**src/rva_queue.sv**
```systemverilog
// Short FIFO between front and back ends.
// Depends on nothing; width and depth are parameters.
`default_nettype none
module rva_queue #(
	parameter int W = 8,
	parameter int DEPTH = 4
) (
	input  wire logic clk,
	input  wire logic arst_n,
	input  wire logic in_valid,
	output logic in_ready,
	input  wire logic [W-1:0] in_data,
	output logic out_valid,
	input  wire logic out_ready,
	output logic [W-1:0] out_data
);
	localparam int AB = $clog2(DEPTH);
	logic [W-1:0] mem_q [DEPTH];
	logic [AB-1:0] wp_q, rp_q;
	logic [AB:0] cnt_q;
	logic push, pop;

	assign in_ready = (cnt_q != (AB+1)'(DEPTH));
	assign out_valid = (cnt_q != '0);
	assign push = in_valid && in_ready;
	assign pop = out_valid && out_ready;
	assign out_data = mem_q[rp_q];

	always_ff @(posedge clk or negedge arst_n) begin
		if (!arst_n) begin
			wp_q <= '0;
			rp_q <= '0;
			cnt_q <= '0;
		end else begin
			if (push) wp_q <= (wp_q == AB'(DEPTH-1)) ? '0 : wp_q + 1'b1;
			if (pop) rp_q <= (rp_q == AB'(DEPTH-1)) ? '0 : rp_q + 1'b1;
			cnt_q <= cnt_q + (AB+1)'(push) - (AB+1)'(pop);
		end
	end

	always_ff @(posedge clk)
		if (push) mem_q[wp_q] <= in_data;
endmodule
`default_nettype wire

```
**config.mk**
```make
export PLATFORM = sky130hd
export DESIGN_NAME = rva_queue
export DESIGN_NICKNAME = d
export VERILOG_FILES = /design/src/rva_queue.sv
export SDC_FILE = /design/constraint.sdc
export NUM_CORES = 1
export LEC_CHECK = 0
export BUFFER_PORTS_ARGS = -buffer_cell sky130_fd_sc_hd__buf_2
export CAP_MARGIN = 20
export CORE_ASPECT_RATIO = 0.7
export CORE_MARGIN = 2
export CORE_UTILIZATION = 40
export DETAILED_ROUTE_END_ITERATION = 8
export SYNTH_ARGS = -nofsm -noshare
export SYNTH_HDL_FRONTEND = slang
export SYNTH_SLANG_ARGS = --single-unit
export TNS_END_PERCENT = 30
```
**constraint.sdc**
```tcl
create_clock -name clk -period 2.76 [get_ports clk]
set_input_delay 0.138 -clock clk [delete_from_list [all_inputs] [get_ports clk]]
set_output_delay 0.138 -clock clk [all_outputs]
set_load 0.1 [all_outputs]
```
==> impl_metrics.json <==
{
  "synth_area_sq_mm": 0.00163,
  "avgSynthCellArea_sq_um": 19.1,
  "rsz0062_at_grt": "no",
  "gp_congestion": 0.818,
  "dieHeight_um": 57.3,
  "cts_buffers": 5,
  "cts.path.max_buffers": 2,
  "yosys.area.top_type": "edfxtp_1",
  "ys_types": 22,
  "crit_fanout": 8,
  "io_buffers": 21,
  "post_cts_buffers": 0,
  "critPathKind": "reg2reg",
  "finalMaxSlewViolations": 0,
  "grt_start_max_net_pins": 13,
  "final_nets": 131,
  "cts_hold_buf": 1,
  "num_io_pins": 22,
  "cts_tree": "yes",
  "vias": 810,
  "finalHoldViolCount": 0,
  "cts_sinks": 39,
  "min_period_over_period_pct": 85.1,
  "clk-insertion-delay-late_ns": 0.28,
  "drc": 0,
  "cts_resized": 0,
  "worst_pin_slew_ns": 0.607,
  "yosysSeqAreaShare_pct": 69.9,
  "setup_viol": 0,
  "antenna_found_initial": 0,
  "syn_inst": 85,
  "n_antenna_cell": 0,
  "wl_per_cell_um": 15.5,
  "htreeDepth": 2,
  "drive_gt1_share_pct": 33.0,
  "fmax_ghz": 0.426,
  "status": "completed",
  "path_clk_slew_ns": 0.07,
  "root_buffer": "clkbuf_8",
  "grt_use_total_pct": 12.6,
  "max_stage_delay_ns": 0.53,
  "vias_per_cell": 4.94,
  "cp-end-kind": "flip-flop",
  "min_period_ns": 2.35,
  "first_pass_iters": 4,
  "synthToLayoutAreaGrowth_pct": 14.9,
  "die-width_um": 80.2,
  "required_ns": 2.93,
  "finalNonFillerCells": 164,
  "drv_cap": 0,
  "first_global_vias": 852,
  "core_area_sq_mm": 0.00390,
  "drt-total-wl_mm": 2.54,
  "die-area_sq_mm": 0.00460,
  "cp.arrival_ns": 2.52,
  "synth_top_area_share_pct": 59.1,
  "synthTopCellsByArea": "edfxtp_1 59%, mux4_2 11%, dfrtp_1 11%, ha_1 5.4%, and3_1 1.5%",
  "fin_skew_ns": 0.00580,
  "grt_pass1_wl_mm": 4.08,
  "dp.cells": 155,
  "ys_warn_count": 0,
  "hold_class": "in2reg",
  "initial_core_util_pct": 41.7,
  "drt-initial-drc-count": 78,
  "tns_ns": 0,
  "rows": 19,
  "cpMaxStageDelayCell": "or3b_1",
  "reg2reg_slack_ns": 0.41,
  "dp.final_hpwl_mm": 1.76,
  "grt.overflow.total": 0,
  "synth_nets": 105,
  "synth_seq_cells": 39,
  "timing.slew.headroom_pct": 59.6,
  "ant_nets": 0,
  "cp-start-kind": "flip-flop",
  "path_cells": "or3b_1 -> nand2_1 -> ha_1 -> inv_1 -> ha_1 -> inv_1 -> fa_1 -> xnor2_1 -> xnor2_1"
}
[sequential cells by signal (all words and copies together), names as in the netlist]
register	cells
cnt_q	3
mem_q	32
rp_q	2
wp_q	2
[path summary, 6_finish.rpt]
kind,start,endpoint,cells past startpoint
setup / recovery,cnt_q[1]$_DFF_PN0_,cnt_q[2]$_DFF_PN0_,9
min in group asynchronous,arst_n,cnt_q[2]$_DFF_PN0_,2
hold / removal,in_data[6],mem_q[3][6]$_DFFE_PP_,1
hold reg to reg,cnt_q[2]$_DFF_PN0_,cnt_q[2]$_DFF_PN0_,1
setup reg to reg,cnt_q[1]$_DFF_PN0_,cnt_q[2]$_DFF_PN0_,9
max in group asynchronous,arst_n,rp_q[1]$_DFFE_PN0P_,2
[critical path, delay by kind of cell, from the launching register on]
family / cells / cell delay (ns)
adders and majority gates: 3 / 0.74
and+or+nand+nor: 2 / 0.65
DFF: 1 / 0.47
xor gates and xnor gates: 2 / 0.28
buffers and inverters: 2 / 0.12
[cells in the final DEF (no fill, tap or decap)]
| cell | synthesis | final |
|---|---|---|
| dfrtp_1 | 7 | 7 |
| nor2b_1 | 2 | 2 |
| nor2_1 | 1 | 1 |
| and2_1 | 1 | 1 |
| edfxtp_1 | 32 | 32 |
| buf_2 | 1 | 21 |
| ha_1 | 7 | 7 |
| and3_1 | 4 | 4 |
| clkbuf_8 | 0 | 5 |
| mux4_2 | 8 | 8 |
| fa_1 | 1 | 1 |
| a211o_1 | 2 | 2 |
| clkbuf_1 | 0 | 1 |
| mux2_2 | 2 | 2 |
| o31ai_1 | 1 | 1 |
| or3b_1 | 1 | 1 |
| nor3b_1 | 1 | 1 |
| clkinv_2 | 0 | 1 |
| nor4bb_1 | 2 | 2 |
| nand2_1 | 1 | 1 |
| or3_1 | 1 | 1 |
| clkinv_1 | 0 | 1 |
| xnor2_1 | 2 | 2 |
| inv_1 | 6 | 6 |
| dlygate4sd3_1 | 0 | 1 |
[cells by family (layout without fill, tap and decap cells)]
kind of cell,after synthesis,after routing,share of synthesized area [%]
flops,39,39,69.9
simple gates,14,14,5.77
mux,10,10,12.5
buf+inv,9,36,2.62
fa+ha+maj,8,8,6.62
compound gates,3,3,1.54
xor+xnor,2,2,1.08
[cells in the mapped netlist]
library cell	n
or3_1	1
and3_1	4
fa_1	1
mux4_2	8
edfxtp_1	32
dfrtp_1	7
nor2b_1	2
buf_2	1
inv_1	6
a211o_1	2
and2_1	1
nor4bb_1	2
nor2_1	1
o31ai_1	1
nand2_1	1
mux2_2	2
buf_6	1
nor3b_1	1
ha_1	7
xnor2_1	2
buf_1	1
or3b_1	1
[layer usage]
layer | track usage [%] | wire [um]
met1 | 17.5 | 1170
met2 | 18.5 | 1200
met3 | 4.11 | 139
met4 | 5.81 | 31
met5 | 0 | 0
[per-stage QoR]
step | hold WS [ns] | util (%) | setup slack (ns) | cell area [sq um]
floorplan | -0.158 | - | 0.461 | 1630
detailed placement | -0.00911 | 45.5 | 0.405 | 1780
finish | 0.0686 | 47.9 | 0.412 | 1870
CTS | 0.0625 | 47.9 | 0.401 | 1870
global route | 0.0650 | 47.9 | 0.231 | 1870
global placement | -0.0159 | 45.5 | 0.518 | 1780
[layout make-up]
cell class | instances | area (sq um)
clock inverters | 2 | 8.76
repair buffers | 22 | 115
well taps | 52 | 65.1
clock buffers | 6 | 72.6
flip-flops and latches | 39 | 1140
multi-input cells | 37 | 447
inverters | 6 | 22.5
fillers | 338 | 2030
Power is left out: the tool's default activity adds up to more than one toggle a clock period on the data nets, which glitch-free logic cannot reach.
